==> src/rtl/rlsp_pkg.sv <==
// Shared types and constants of the rank leap-and-shift proposal unit.
`default_nettype none

package rlsp_pkg;

  localparam int RankW    = 7;
  localparam int PosW     = 6;
  localparam int ChoiceW  = 6;
  localparam int CountW   = 7;
  localparam int LeapW    = 6;
  localparam int ProbW    = 33;
  localparam int FracBits = 32;
  localparam int ProdW    = 14;   // n * support size
  localparam int SumW     = 15;   // sum of two such products
  localparam int DenW     = 28;   // product of two such products
  localparam int QuotBits = 33;

  localparam int CfgIdxW  = 2;
  localparam int CfgDataW = 7;

  localparam logic [CountW-1:0] CountResetVal = 7'd64;
  localparam logic [LeapW-1:0]  LeapResetVal  = 6'd1;

  localparam logic FuncLoad    = 1'b0;
  localparam logic FuncPropose = 1'b1;

  typedef enum logic [CfgIdxW-1:0] {
    CfgItemCount = 2'd0,
    CfgLeapSize  = 2'd1
  } cfg_reg_e;

  typedef struct packed {
    logic               func;
    logic [PosW-1:0]    position;
    logic [RankW-1:0]   rank;
    logic [ChoiceW-1:0] choice;
  } in_item_t;

  typedef struct packed {
    logic [PosW-1:0]  item_position;
    logic [RankW-1:0] proposed_rank;
    logic [ProbW-1:0] fwd_prob;
    logic [ProbW-1:0] bwd_prob;
    logic             last;
  } out_item_t;

  typedef struct packed {
    logic            start;
    logic [SumW-1:0] numer;   // dividend is numer * 2^32
    logic [DenW-1:0] denom;
  } div_req_t;

  typedef struct packed {
    logic             done;
    logic [ProbW-1:0] quot;
  } div_rsp_t;

endpackage

`default_nettype wire

==> src/rtl/rlsp_store.sv <==
// Rank store: single-port write, registered read.
`default_nettype none

module rlsp_store #(
  parameter int Depth = 64,
  parameter int AddrW = 6
) (
  input  wire logic                      clk_i,
  input  wire logic                      wr_en_i,
  input  wire logic [AddrW-1:0]          wr_addr_i,
  input  wire logic [rlsp_pkg::RankW-1:0] wr_data_i,
  input  wire logic                      rd_en_i,
  input  wire logic [AddrW-1:0]          rd_addr_i,
  output logic      [rlsp_pkg::RankW-1:0] rd_data_o
);
  import rlsp_pkg::*;

  logic [RankW-1:0] mem_q [Depth];
  logic [RankW-1:0] rd_data_q;

  always_ff @(posedge clk_i) begin
    if (wr_en_i) begin
      mem_q[wr_addr_i] <= wr_data_i;
    end
    if (rd_en_i) begin
      rd_data_q <= mem_q[rd_addr_i];
    end
  end

  assign rd_data_o = rd_data_q;

endmodule

`default_nettype wire

==> src/rtl/rlsp_div.sv <==
// Shared restoring divider: one quotient bit per cycle, numer * 2^32 / denom.
`default_nettype none

module rlsp_div (
  input  wire logic               clk_i,
  input  wire logic               rst_ni,
  input  wire rlsp_pkg::div_req_t req_i,
  output rlsp_pkg::div_rsp_t      rsp_o
);
  import rlsp_pkg::*;

  localparam int StepW = $clog2(QuotBits + 1);

  logic                busy_q;
  logic                done_q;
  logic [StepW-1:0]    step_q;
  logic [DenW-1:0]     rem_q;
  logic [DenW-1:0]     den_q;
  logic [FracBits:0]   feed_q;
  logic [ProbW-1:0]    quot_q;

  logic [DenW:0]       trial;
  logic [DenW:0]       diff;
  logic                fits;
  logic [DenW-1:0]     rem_d;

  // Remainder stays below the divisor, so the trial value fits one extra bit.
  assign trial = {rem_q, feed_q[FracBits]};
  assign diff  = trial - {1'b0, den_q};
  assign fits  = trial >= {1'b0, den_q};
  assign rem_d = fits ? diff[DenW-1:0] : trial[DenW-1:0];

  always_ff @(posedge clk_i or negedge rst_ni) begin
    if (!rst_ni) begin
      busy_q <= 1'b0;
      done_q <= 1'b0;
      step_q <= '0;
    end else begin
      done_q <= 1'b0;
      if (req_i.start) begin
        busy_q <= 1'b1;
        step_q <= StepW'(QuotBits);
      end else if (busy_q) begin
        step_q <= step_q - StepW'(1);
        if (step_q == StepW'(1)) begin
          busy_q <= 1'b0;
          done_q <= 1'b1;
        end
      end
    end
  end

  always_ff @(posedge clk_i) begin
    if (req_i.start) begin
      // Top bits of numer * 2^32 above the 33 quotient bits seed the remainder.
      rem_q  <= DenW'(req_i.numer >> 1);
      den_q  <= req_i.denom;
      feed_q <= {req_i.numer[0], FracBits'(0)};
    end else if (busy_q) begin
      rem_q  <= rem_d;
      feed_q <= feed_q << 1;
      quot_q <= {quot_q[ProbW-2:0], fits};
    end
  end

  assign rsp_o.done = done_q;
  assign rsp_o.quot = quot_q;

endmodule

`default_nettype wire

==> src/rtl/rank_leap_shift_proposal_unit.sv <==
// Top level of the rank leap-and-shift proposal unit: sequencer, config, output register.
//
//   channel | direction | handshake               | payload
//   --------+-----------+-------------------------+------------------------------
//   in      | in        | in_valid_i / in_ready_o  | in_data_i  (rlsp_pkg::in_item_t)
//   out     | out       | out_valid_o / out_ready_i| out_data_o (rlsp_pkg::out_item_t)
//   cfg     | in        | cfg_valid_i / cfg_ready_o| cfg_index_i, cfg_data_i
//
// A load item leaves the unit ready again in the next cycle.
// A propose item reads the old rank, picks the new one, forms the support sizes and
// products, then runs the shared one-bit-per-cycle divider (one quotient when the move
// is by one rank, two otherwise), then reads the store and loads the output per position.
// Output stalls hold the sequencer; a finished last item may wait in the output
// register while the next input item is taken. Config is always ready.
// Reset clears control state and resets the config registers; the rank store is not cleared.
`default_nettype none

module rank_leap_shift_proposal_unit #(
  parameter int MAX_ITEMS = 64
) (
  input  wire logic                          clk_i,
  input  wire logic                          rst_ni,
  input  wire logic                          in_valid_i,
  output logic                               in_ready_o,
  input  wire rlsp_pkg::in_item_t            in_data_i,
  output logic                               out_valid_o,
  input  wire logic                          out_ready_i,
  output rlsp_pkg::out_item_t                out_data_o,
  input  wire logic                          cfg_valid_i,
  output logic                               cfg_ready_o,
  input  wire logic [rlsp_pkg::CfgIdxW-1:0]  cfg_index_i,
  input  wire logic [rlsp_pkg::CfgDataW-1:0] cfg_data_i
);
  import rlsp_pkg::*;

  localparam int AddrW = (MAX_ITEMS > 1) ? $clog2(MAX_ITEMS) : 1;

  typedef enum logic [3:0] {
    S_IDLE,
    S_READ,
    S_LEAP,
    S_SIZE,
    S_MULB,
    S_MULAB,
    S_DIV1_GO,
    S_DIV1_WAIT,
    S_DIV2_GO,
    S_DIV2_WAIT,
    S_EMIT_RD,
    S_EMIT_WR
  } state_e;

  // Lowest rank of the support around r.
  function automatic logic [CountW-1:0] supp_lo(logic [CountW-1:0] r, logic [LeapW-1:0] lsz);
    return (r > CountW'(lsz)) ? r - CountW'(lsz) : CountW'(1);
  endfunction

  // Highest rank of the support around r, clipped to n.
  function automatic logic [CountW-1:0] supp_hi(logic [CountW-1:0] r, logic [LeapW-1:0] lsz,
                                                logic [CountW-1:0] n);
    logic [CountW:0] s;
    s = {1'b0, r} + (CountW+1)'(lsz);
    return (s < {1'b0, n}) ? s[CountW-1:0] : n;
  endfunction

  function automatic logic [CountW-1:0] supp_size(logic [CountW-1:0] r, logic [LeapW-1:0] lsz,
                                                  logic [CountW-1:0] n);
    return supp_hi(r, lsz, n) - supp_lo(r, lsz);
  endfunction

  state_e            state_q;
  logic [CountW-1:0] item_count_q;
  logic [LeapW-1:0]  leap_size_q;

  logic [CountW-1:0] n_q;
  logic [LeapW-1:0]  lsz_q;
  logic [PosW-1:0]   pos_q;
  logic [ChoiceW-1:0] choice_q;
  logic [CountW-1:0] r_q;
  logic [CountW-1:0] new_r_q;
  logic [CountW-1:0] size_q;
  logic [CountW-1:0] size_new_q;
  logic [ProdW-1:0]  a_q;
  logic [ProdW-1:0]  b_q;
  logic [DenW-1:0]   ab_q;
  logic [SumW-1:0]   sum_q;
  logic              adj_q;
  logic [ProbW-1:0]  pf_q;
  logic [ProbW-1:0]  pb_q;
  logic [CountW-1:0] idx_q;
  out_item_t         out_q;
  logic              out_valid_q;

  logic              in_fire;
  logic [CountW-1:0] n_eff;
  logic [LeapW-1:0]  lsz_eff;
  logic              st_wr_en;
  logic              st_rd_en;
  logic [AddrW-1:0]  st_rd_addr;
  logic [RankW-1:0]  st_rd_data;

  logic [CountW-1:0] lo_d;
  logic [CountW-1:0] size_d;
  logic [CountW-1:0] lower_d;
  logic [CountW-1:0] ch_sat_d;
  logic [CountW-1:0] new_r_d;
  logic [CountW-1:0] r_clamp_d;
  logic [RankW-1:0]  shifted_d;
  logic              out_free;
  logic              out_load;

  div_req_t          div_req;
  div_rsp_t          div_rsp;

  assign in_ready_o  = (state_q == S_IDLE);
  assign in_fire     = in_valid_i && in_ready_o;
  assign cfg_ready_o = 1'b1;
  assign out_free    = !out_valid_q || out_ready_i;
  assign out_load    = (state_q == S_EMIT_WR) && out_free;

  // Effective item count and leap size.
  always_comb begin
    n_eff = item_count_q;
    if (item_count_q < CountW'(2)) begin
      n_eff = CountW'(2);
    end else if (int'(item_count_q) > MAX_ITEMS) begin
      n_eff = CountW'(MAX_ITEMS);
    end
  end
  assign lsz_eff = (leap_size_q == '0) ? LeapW'(1) : leap_size_q;

  // Store access: loads and the leaped rank read happen on accept, the rest while emitting.
  assign st_wr_en   = in_fire && (in_data_i.func == FuncLoad) &&
                      (int'(in_data_i.position) < MAX_ITEMS);
  assign st_rd_en   = (in_fire && (in_data_i.func == FuncPropose)) || (state_q == S_EMIT_RD);
  assign st_rd_addr = (state_q == S_IDLE) ? AddrW'(in_data_i.position) : AddrW'(idx_q);

  rlsp_store #(
    .Depth (MAX_ITEMS),
    .AddrW (AddrW)
  ) u_store (
    .clk_i     (clk_i),
    .wr_en_i   (st_wr_en),
    .wr_addr_i (AddrW'(in_data_i.position)),
    .wr_data_i (in_data_i.rank),
    .rd_en_i   (st_rd_en),
    .rd_addr_i (st_rd_addr),
    .rd_data_o (st_rd_data)
  );

  // Old rank clamped into 1..n.
  always_comb begin
    r_clamp_d = st_rd_data;
    if (st_rd_data == '0) begin
      r_clamp_d = CountW'(1);
    end else if (st_rd_data > n_q) begin
      r_clamp_d = n_q;
    end
  end

  // Leap: pick the new rank from the support, lower part first, choice saturated.
  always_comb begin
    lo_d     = supp_lo(r_q, lsz_q);
    size_d   = supp_size(r_q, lsz_q, n_q);
    lower_d  = r_q - lo_d;
    ch_sat_d = ({1'b0, choice_q} >= size_d) ? size_d - CountW'(1) : {1'b0, choice_q};
    new_r_d  = (ch_sat_d < lower_d) ? lo_d + ch_sat_d
                                    : r_q + CountW'(1) + (ch_sat_d - lower_d);
  end

  // Shift: ranks between old and new move one step toward the old rank.
  always_comb begin
    shifted_d = st_rd_data;
    if (idx_q == {1'b0, pos_q}) begin
      shifted_d = new_r_q;
    end else if (new_r_q > r_q && st_rd_data > r_q && st_rd_data <= new_r_q) begin
      shifted_d = st_rd_data - RankW'(1);
    end else if (new_r_q < r_q && st_rd_data >= new_r_q && st_rd_data < r_q) begin
      shifted_d = st_rd_data + RankW'(1);
    end
  end

  // Divider requests: with a one-rank move both probabilities share one quotient.
  always_comb begin
    div_req.start = 1'b0;
    div_req.numer = SumW'(1);
    div_req.denom = DenW'(a_q);
    if (state_q == S_DIV1_GO) begin
      div_req.start = 1'b1;
      if (adj_q) begin
        div_req.numer = sum_q;
        div_req.denom = ab_q;
      end
    end else if (state_q == S_DIV2_GO) begin
      div_req.start = 1'b1;
      div_req.denom = DenW'(b_q);
    end
  end

  rlsp_div u_div (
    .clk_i  (clk_i),
    .rst_ni (rst_ni),
    .req_i  (div_req),
    .rsp_o  (div_rsp)
  );

  always_ff @(posedge clk_i or negedge rst_ni) begin
    if (!rst_ni) begin
      state_q      <= S_IDLE;
      out_valid_q  <= 1'b0;
      item_count_q <= CountResetVal;
      leap_size_q  <= LeapResetVal;
    end else begin
      if (cfg_valid_i && cfg_ready_o) begin
        unique case (cfg_reg_e'(cfg_index_i))
          CfgItemCount: item_count_q <= cfg_data_i;
          CfgLeapSize:  leap_size_q  <= cfg_data_i[LeapW-1:0];
          default: ;
        endcase
      end

      // Load the output register, or drain it once the item is taken.
      if (out_load) begin
        out_valid_q <= 1'b1;
      end else if (out_ready_i) begin
        out_valid_q <= 1'b0;
      end

      unique case (state_q)
        S_IDLE: begin
          // Drop a propose item whose position is not below the effective item count.
          if (in_fire && in_data_i.func == FuncPropose && {1'b0, in_data_i.position} < n_eff) begin
            n_q      <= n_eff;
            lsz_q    <= lsz_eff;
            pos_q    <= in_data_i.position;
            choice_q <= in_data_i.choice;
            state_q  <= S_READ;
          end
        end
        S_READ: begin
          r_q     <= r_clamp_d;
          state_q <= S_LEAP;
        end
        S_LEAP: begin
          new_r_q <= new_r_d;
          size_q  <= size_d;
          state_q <= S_SIZE;
        end
        S_SIZE: begin
          size_new_q <= supp_size(new_r_q, lsz_q, n_q);
          a_q        <= ProdW'(n_q) * ProdW'(size_q);
          adj_q      <= ({1'b0, new_r_q} == {1'b0, r_q} + (CountW+1)'(1)) ||
                        ({1'b0, r_q} == {1'b0, new_r_q} + (CountW+1)'(1));
          state_q    <= S_MULB;
        end
        S_MULB: begin
          b_q     <= ProdW'(n_q) * ProdW'(size_new_q);
          state_q <= S_MULAB;
        end
        S_MULAB: begin
          ab_q    <= DenW'(a_q) * DenW'(b_q);
          sum_q   <= SumW'(a_q) + SumW'(b_q);
          state_q <= S_DIV1_GO;
        end
        S_DIV1_GO: begin
          state_q <= S_DIV1_WAIT;
        end
        S_DIV1_WAIT: begin
          if (div_rsp.done) begin
            pf_q <= div_rsp.quot;
            if (adj_q) begin
              pb_q    <= div_rsp.quot;
              idx_q   <= '0;
              state_q <= S_EMIT_RD;
            end else begin
              state_q <= S_DIV2_GO;
            end
          end
        end
        S_DIV2_GO: begin
          state_q <= S_DIV2_WAIT;
        end
        S_DIV2_WAIT: begin
          if (div_rsp.done) begin
            pb_q    <= div_rsp.quot;
            idx_q   <= '0;
            state_q <= S_EMIT_RD;
          end
        end
        S_EMIT_RD: begin
          state_q <= S_EMIT_WR;
        end
        S_EMIT_WR: begin
          // Hold until the output register is free.
          if (out_free) begin
            out_q.item_position <= idx_q[PosW-1:0];
            out_q.proposed_rank <= shifted_d;
            out_q.fwd_prob      <= pf_q;
            out_q.bwd_prob      <= pb_q;
            out_q.last          <= (idx_q == n_q - CountW'(1));
            if (idx_q == n_q - CountW'(1)) begin
              state_q <= S_IDLE;
            end else begin
              idx_q   <= idx_q + CountW'(1);
              state_q <= S_EMIT_RD;
            end
          end
        end
        default: state_q <= S_IDLE;
      endcase
    end
  end

  assign out_valid_o = out_valid_q;
  assign out_data_o  = out_q;

endmodule

`default_nettype wire

==> config.mk <==
export PLATFORM = sky130hd
export DESIGN_NAME = rank_leap_shift_proposal_unit
export DESIGN_NICKNAME = d
export VERILOG_FILES = /design/src/rtl/rlsp_pkg.sv /design/src/rtl/rlsp_store.sv /design/src/rtl/rlsp_div.sv /design/src/rtl/rank_leap_shift_proposal_unit.sv
export SDC_FILE = /design/constraint.sdc
export NUM_CORES = 2
export LEC_CHECK = 0
export ABC_AREA = 0
export BUFFER_PORTS_ARGS = -buffer_cell sky130_fd_sc_hd__buf_4
export CELL_PAD_IN_SITES_DETAIL_PLACEMENT = 0
export CELL_PAD_IN_SITES_GLOBAL_PLACEMENT = 1
export CORE_MARGIN = 4
export CORE_UTILIZATION = 57
export CTS_CLUSTER_DIAMETER = 150
export DETAILED_ROUTE_END_ITERATION = 6
export PLACE_DENSITY_LB_ADDON = 0.1
export RECOVER_POWER = 100
export SYNTH_ARGS = -nofsm -noshare
export SYNTH_HDL_FRONTEND = slang
export SYNTH_SLANG_ARGS = --single-unit
==> constraint.sdc <==
create_clock -name clk_i -period 16.1 [get_ports clk_i]
set_clock_uncertainty 0.05 [all_clocks]
set_input_delay 1.61 -clock clk_i [delete_from_list [all_inputs] [get_ports clk_i]]
set_output_delay 1.61 -clock clk_i [all_outputs]
set_load 0.03 [all_outputs]
* Word-level counts from Yosys, hierarchy flattened
Memories as Yosys holds them, arrays and structs flattened. A register that Yosys moved wholly into a read port is not among the register bits.
Index checks and enable logic that the tools add are counted.
** Word-level totals
- Memories kept :: 1
- Output and inout port bits :: 83
- Bits in writable memories :: 448
- Bits in registers :: 394
** Operators by class
- $lt $le $gt $ge :: 17
- Eq/ne operators :: 23
- Multiply operators :: 3
- Add/subtract/negate cells :: 21
- Reduce and logical (&&, ||, !) cells :: 35
- Mux-type cells :: 53
- Bitwise logic cells :: 2
** Memories
- u_store.mem_q :: depth 64, bits a word 7, read ports 1, clocked after memory_dff 1, write ports 1, RTL line rlsp_store.sv:18 : logic [RankW-1:0] mem_q [Depth];
** Operators by type and width (number)
- 33-bit 2-to-1 mux :: 5
- 7-bit 2-to-1 mux :: 17
- 33-bit case mux with 2 select lines :: 1
- 28-bit 2-to-1 mux :: 2
- 4-bit case mux with 12 select lines :: 1
- 43-bit 2-to-1 mux :: 1
- 14-bit 2-to-1 mux :: 3
- 29-bit by 28-bit greater-or-equal comparator with 1-bit output :: 1
- 14-bit by 14-bit multiplier with 28-bit output :: 1
- 7-bit by 7-bit multiplier with 14-bit output :: 2
- 28-bit subtractor :: 1
- 7-bit subtractor :: 4
- 7-bit by 1-bit adder with 7-bit output, second input constant :: 3
- 7-bit > comparator :: 3
- 7-bit less-than comparator :: 3
- 7-bit case mux with 3 select lines :: 1
- 7-bit by 1-bit subtractor with 7-bit output, second input constant :: 3
- 4-bit 2-to-1 mux :: 5
- 6-bit 2-to-1 mux :: 3
- 7-bit by 1-bit adder with 8-bit output, second input constant :: 2
- 7-bit by 6-bit adder with 8-bit output :: 2
- 4-bit by 3-bit equality test with 1-bit output, second input constant :: 4
- 4-bit equality test, second input constant :: 4
- 7-bit by 8-bit equality test with 1-bit output :: 2
- 38 further kinds :: 80

* Depth between registers and ports, before layout
- Depth after elaboration :: 9
- Gate-level depth with buffers :: 41
- Gate-level depth less buffers :: 39

* Hierarchy
From an unflattened synthesis, not the netlist that was laid out.
** Unflattened totals
- Cells, all modules :: 3639
- Area, all modules :: 47937.2 µm²
** By module, submodules not included
- rank_leap_shift_proposal_unit :: instances 1, area an instance 24831.3 µm², cells an instance 2341
- rlsp_store :: instances 1, area an instance 17705.7 µm², cells an instance 827
- rlsp_div :: instances 1, area an instance 5400.2 µm², cells an instance 471

* Worst setup path after synthesis
OpenSTA, ideal clock, no wires.
- Path kind :: register -> register
- Start :: reg r_q[0]
- End :: reg new_r_q[6] (data pin)
- Stages on the path, launching flop included :: 35
- Setup slack :: 8.064 ns
- Arrival time :: 7.722 ns
- Path buffers :: 1
- Path through :: edfxtp_1 ha_1 inv_1 fa_1 o21bai_1 a21oi_1 or4_2 nand3_1 ha_1 a221oi_1 o21ai_1 a211oi_2 clkbuf_1 o21ai_0 ha_1 fa_1 xor2_1 ha_1 o21ai_0 a21oi_1 maj3_1 maj3_1 nand2_2 nand2_1 o21ai_0 fa_1 ha_1 a21o_1 a21oi_1 o21bai_1 a21oi_1 xnor2_1 xnor2_1 mux2i_1 xor2_1
** On the way
- Cells in the longest elaborated chain, start to end :: 9
- Elaborated cells between the ends (all ways) :: 17
- Classes of those cells :: 9 x add/sub; 4 x order compare; 4 x mux
** Ends and longest elaborated chain
- start: declaration :: RTL line rank_leap_shift_proposal_unit.sv:79 : logic [CountW-1:0] r_q;
- start signal: assignment :: RTL line rank_leap_shift_proposal_unit.sv:241 : r_q <= r_clamp_d;
- 7-bit by 6-bit adder with 8-bit output :: RTL line rank_leap_shift_proposal_unit.sv:62 : s = {1'b0, r} + (CountW+1)'(lsz);
- 8-bit by 7-bit less-than comparator with 1-bit output :: RTL line rank_leap_shift_proposal_unit.sv:63 : return (s < {1'b0, n}) ? s[CountW-1:0] : n;
- 7-bit 2-to-1 mux :: RTL line rank_leap_shift_proposal_unit.sv:63
- 7-bit subtractor :: RTL line rank_leap_shift_proposal_unit.sv:68 : return supp_hi(r, lsz, n) - supp_lo(r, lsz);
- 7-bit by 1-bit subtractor with 7-bit output / 6-bit by 7-bit greater-or-equal comparator with 1-bit output (equally long branches) :: RTL line rank_leap_shift_proposal_unit.sv:166 : ch_sat_d = ({1'b0, choice_q} >= size_d) ? size_d - CountW'(1) : {1'b0, choice_q};
- 7-bit 2-to-1 mux :: RTL line rank_leap_shift_proposal_unit.sv:166
- 7-bit subtractor :: RTL line rank_leap_shift_proposal_unit.sv:168 : : r_q + CountW'(1) + (ch_sat_d - lower_d);
- 7-bit adder :: RTL line rank_leap_shift_proposal_unit.sv:168
- 7-bit 2-to-1 mux (*) :: RTL line rank_leap_shift_proposal_unit.sv:167 : new_r_d = (ch_sat_d < lower_d) ? lo_d + ch_sat_d
- net new_r_d[6] :: RTL line rank_leap_shift_proposal_unit.sv:106 : logic [CountW-1:0] new_r_d;
- end signal: assignment :: RTL line rank_leap_shift_proposal_unit.sv:245 : new_r_q <= new_r_d;
- end: declaration :: RTL line rank_leap_shift_proposal_unit.sv:80 : logic [CountW-1:0] new_r_q;
Mark *: on every way through the listed nets, which the timed path passes. The rest lies on a longest branch.
A chain may end at the register's enable or synchronous reset.

* Worst setup path after layout
- Start :: reg r_q[1]
- End :: reg new_r_q[6] (data pin)
Same word-level chain as after synthesis.

==> results.sh <==
export IMPL_outcome="complete, but fails checks"
export IMPL_violations="capacitance limit, slew limit"
export IMPL_timing_hold_ws_ps=346
export IMPL_hold_viol=0
export IMPL_drt_iter0_drc=2123
export IMPL_syn_area_mm2=0.0474
export IMPL_yosysWarnings=0
export IMPL_area_delta_synth_final_pct=9.03
export IMPL_slew_violations=944
export IMPL_insertion_delay_ps=670
export IMPL_async_reset_ff_share_pct=3.06
export IMPL_min_path_type="flip-flop to flip-flop"
export IMPL_cts_buffer_depth=3
export IMPL_drive_gt1_share_pct=8.38
export IMPL_final_antenna_net_count=0
export IMPL_grt_overflow_total=0
export IMPL_setup_viol=0
export IMPL_wirelength_um=109000
export IMPL_antenna_found_initial=0
export IMPL_dpl_worst_slack_ps=6900
export IMPL_pin_count=117
export IMPL_cts_buffers=87
export IMPL_setup_ws_ps=6120
export IMPL_max_stage_delay_ps=1080
export IMPL_yosys_area_top_type_share_pct=51.3
export IMPL_grt_max_degree=113
export IMPL_cp_arrival_ps=10310
export IMPL_syn_inst=3617
export IMPL_seq_area_frac_synth_pct=53.2
export IMPL_antenna_cells=0
export IMPL_drt_pre_antenna_iters=7
export IMPL_synth_edf_count=809
export IMPL_place_congestion=0.888
export IMPL_critical_path_startpoint_type="flip-flop"
export IMPL_critPathKind="flip-flop to flip-flop"
export IMPL_die_y_um=296
export IMPL_grt_pass1_wl_um=172000
export IMPL_setup_tns_ps=0
export IMPL_cap_violations=21
export IMPL_clockRootBuffer="clkbuf_16"
export IMPL_rows=105
export IMPL_powerDensity_mw_per_mm2=222
export IMPL_synth_flop_cell="edfxtp_1"
export IMPL_vdd_ir_drop_worst_uv=341
export IMPL_htreeDepth=3
export IMPL_die_area_mm2=0.0878
export IMPL_min_period_ps=9980
export IMPL_synth_common_cells="809 x edfxtp_1, 376 x inv_1, 347 x nand2_1, 316 x ha_1, 204 x fa_1"
export IMPL_viasPerCell=5.88
export IMPL_yosysUniqueCellTypes=86
export IMPL_ys_seq_elements=849
export IMPL_drc=0
export IMPL_synth_area_leaders="edfxtp_1 51%, fa_1 8.6%, ha_1 8.3%"
export IMPL_cts_setup_buffers=0
export IMPL_cts_tree="built"
export IMPL_final_cells=4851
export IMPL_end_kind="flip-flop"
export IMPL_grt_pass1_vias=30200
export IMPL_core_mm2=0.0822
export IMPL_cp_max_fo=13
export IMPL_fmax_mhz=100
export IMPL_portBuffers=115
export IMPL_worst_path_buf_inv=1
export IMPL_fp_dieW_um=296
export IMPL_vias=28500
export IMPL_min_period_over_period_pct=62.0
export IMPL_wire_per_inst_um=22.5
export IMPL_place_inst=4693
export IMPL_ctsHoldBuffers=0
export IMPL_synth_avg_cell_area_um2=13.1
export IMPL_grt_usage_pct=25.4
export IMPL_start_util_pct=57.6
export IMPL_clkTransAtPathRegs_ps=60
export IMPL_tightest_slew_ps=4430
export IMPL_ctsResizeCount=0
export IMPL_synth_net_count=4171
export IMPL_fin_nets=4266
export IMPL_crit_slowest_cell="a211oi_1"
export IMPL_slew_headroom_pct=-195
export IMPL_p_leak_nw=20.0
export IMPL_dpl_hpwl_um=75000
export IMPL_yosysMostFrequentCell="edfxtp_1"
export IMPL_clock_sinks=849
export IMPL_crit_required_ps=16420
export IMPL_rsz0062_at_grt="no"
export IMPL_synth_largest_area_cell="edfxtp_1"
export IMPL_path_delay_family="adder cells"
## state kept, by name (all words and copies together) (netlist names), 14 cells and up
name	cells
u_store.mem_q	448
out_data_o	80
ab_q	28
u_div.den_q	28
u_div.quot_q	33
a_q	14
pf_q	33
b_q	14
pb_q	33
u_div.rem_q	28
sum_q	15
## path summary, 6_finish.rpt
| path | startpoint | end | slack [ps] | depth (start not counted) |
|---|---|---|---|---|
| worst min-delay path | pb_q[9] | out_data_o[10] | 350 | 0 |
| worst max register to register | r_q[1] | new_r_q[6] | 6120 | 31 |
| worst max-delay path | r_q[1] | new_r_q[6] | 6120 | 31 |
| worst min register to register | pb_q[9] | out_data_o[10] | 350 | 0 |
| max in group asynchronous | rst_ni | u_div.busy_q | 13270 | 1 |
| min in group asynchronous | rst_ni | leap_size_q[3] | 1470 | 1 |
## through the flow
stage	util [%]	instance area [um2]	power (W)
finish	62.8	51700	0.0115
global route	62.8	51700	0.0125
CTS	63.4	52200	0.0116
detailed placement	60.0	49400	0.00959
global placement	60.0	49400	0.00949
floorplan	-	47400	0.00803
## layer usage
| layer | global-route usage [%] | wire [um] | vias to the layer above |
|---|---|---|---|
| li1 | - | - | 13100 |
| met3 | 3.37 | 5710 | 201 |
| met1 | 34.8 | 46600 | 14400 |
| met5 | 0 | 0 | - |
| met2 | 43.2 | 53900 | 862 |
| met4 | 7.33 | 3150 | 0 |
## worst reg2reg max path: cells and delay by family, from the launching register on
kind	cells	cell delay [ps]
compound gates	13	3270
xor+xnor	4	830
fa+ha+maj	9	3540
buf+inv	1	280
flops	1	570
mux	1	100
simple gates	3	1060
## power by group
part           total, W  internal, W  switching [W]
Clock           0.00196      0.00111       0.000856
Combinational   0.00627      0.00271        0.00356
Sequential      0.00323      0.00303       0.000202
## cells in the final DEF, fill, tap and decap left out, types with 26 or more instances in the layout
cell type / count
and2_0: 30
a21oi_1: 145
inv_1: 377
nor3_1: 29
xnor2_1: 110
nor2b_1: 26
nand2b_1: 30
and2_1: 137
nand3_1: 28
nor2_1: 195
clkbuf_16: 87
a21o_1: 50
o21ai_0: 86
ha_1: 316
fa_1: 204
mux4_2: 112
mux2i_1: 27
nand2_1: 348
clkbuf_1: 130
buf_4: 30
xor2_1: 64
a211oi_1: 43
edfxtp_1: 809
o21bai_1: 27
## logic make-up (layout without fill, tap and decap cells)
group	count (synthesis)	in the layout	synth area share (%)
buffers and inverters	521	685	4.32
AND/OR/NAND/NOR	901	901	9.03
XOR/XNOR	174	174	3.22
adder cells (fa/ha/maj)	522	522	17.0
other	1	1	0.00791
AO/OA/AOI/OAI	485	485	6.73
flip-flops	849	849	53.2
multiplexers	164	164	6.47
## layout make-up
type,instances,area (um2)
clock buffer,108,2270
clock inverter,50,537
fill,6315,30600
inverter,378,1420
multi-input combinational,2247,20200
sequential,849,25200
tap,1070,1340
timing repair buffer,149,731
No activity file was read; power rests on OpenSTA's default activity.
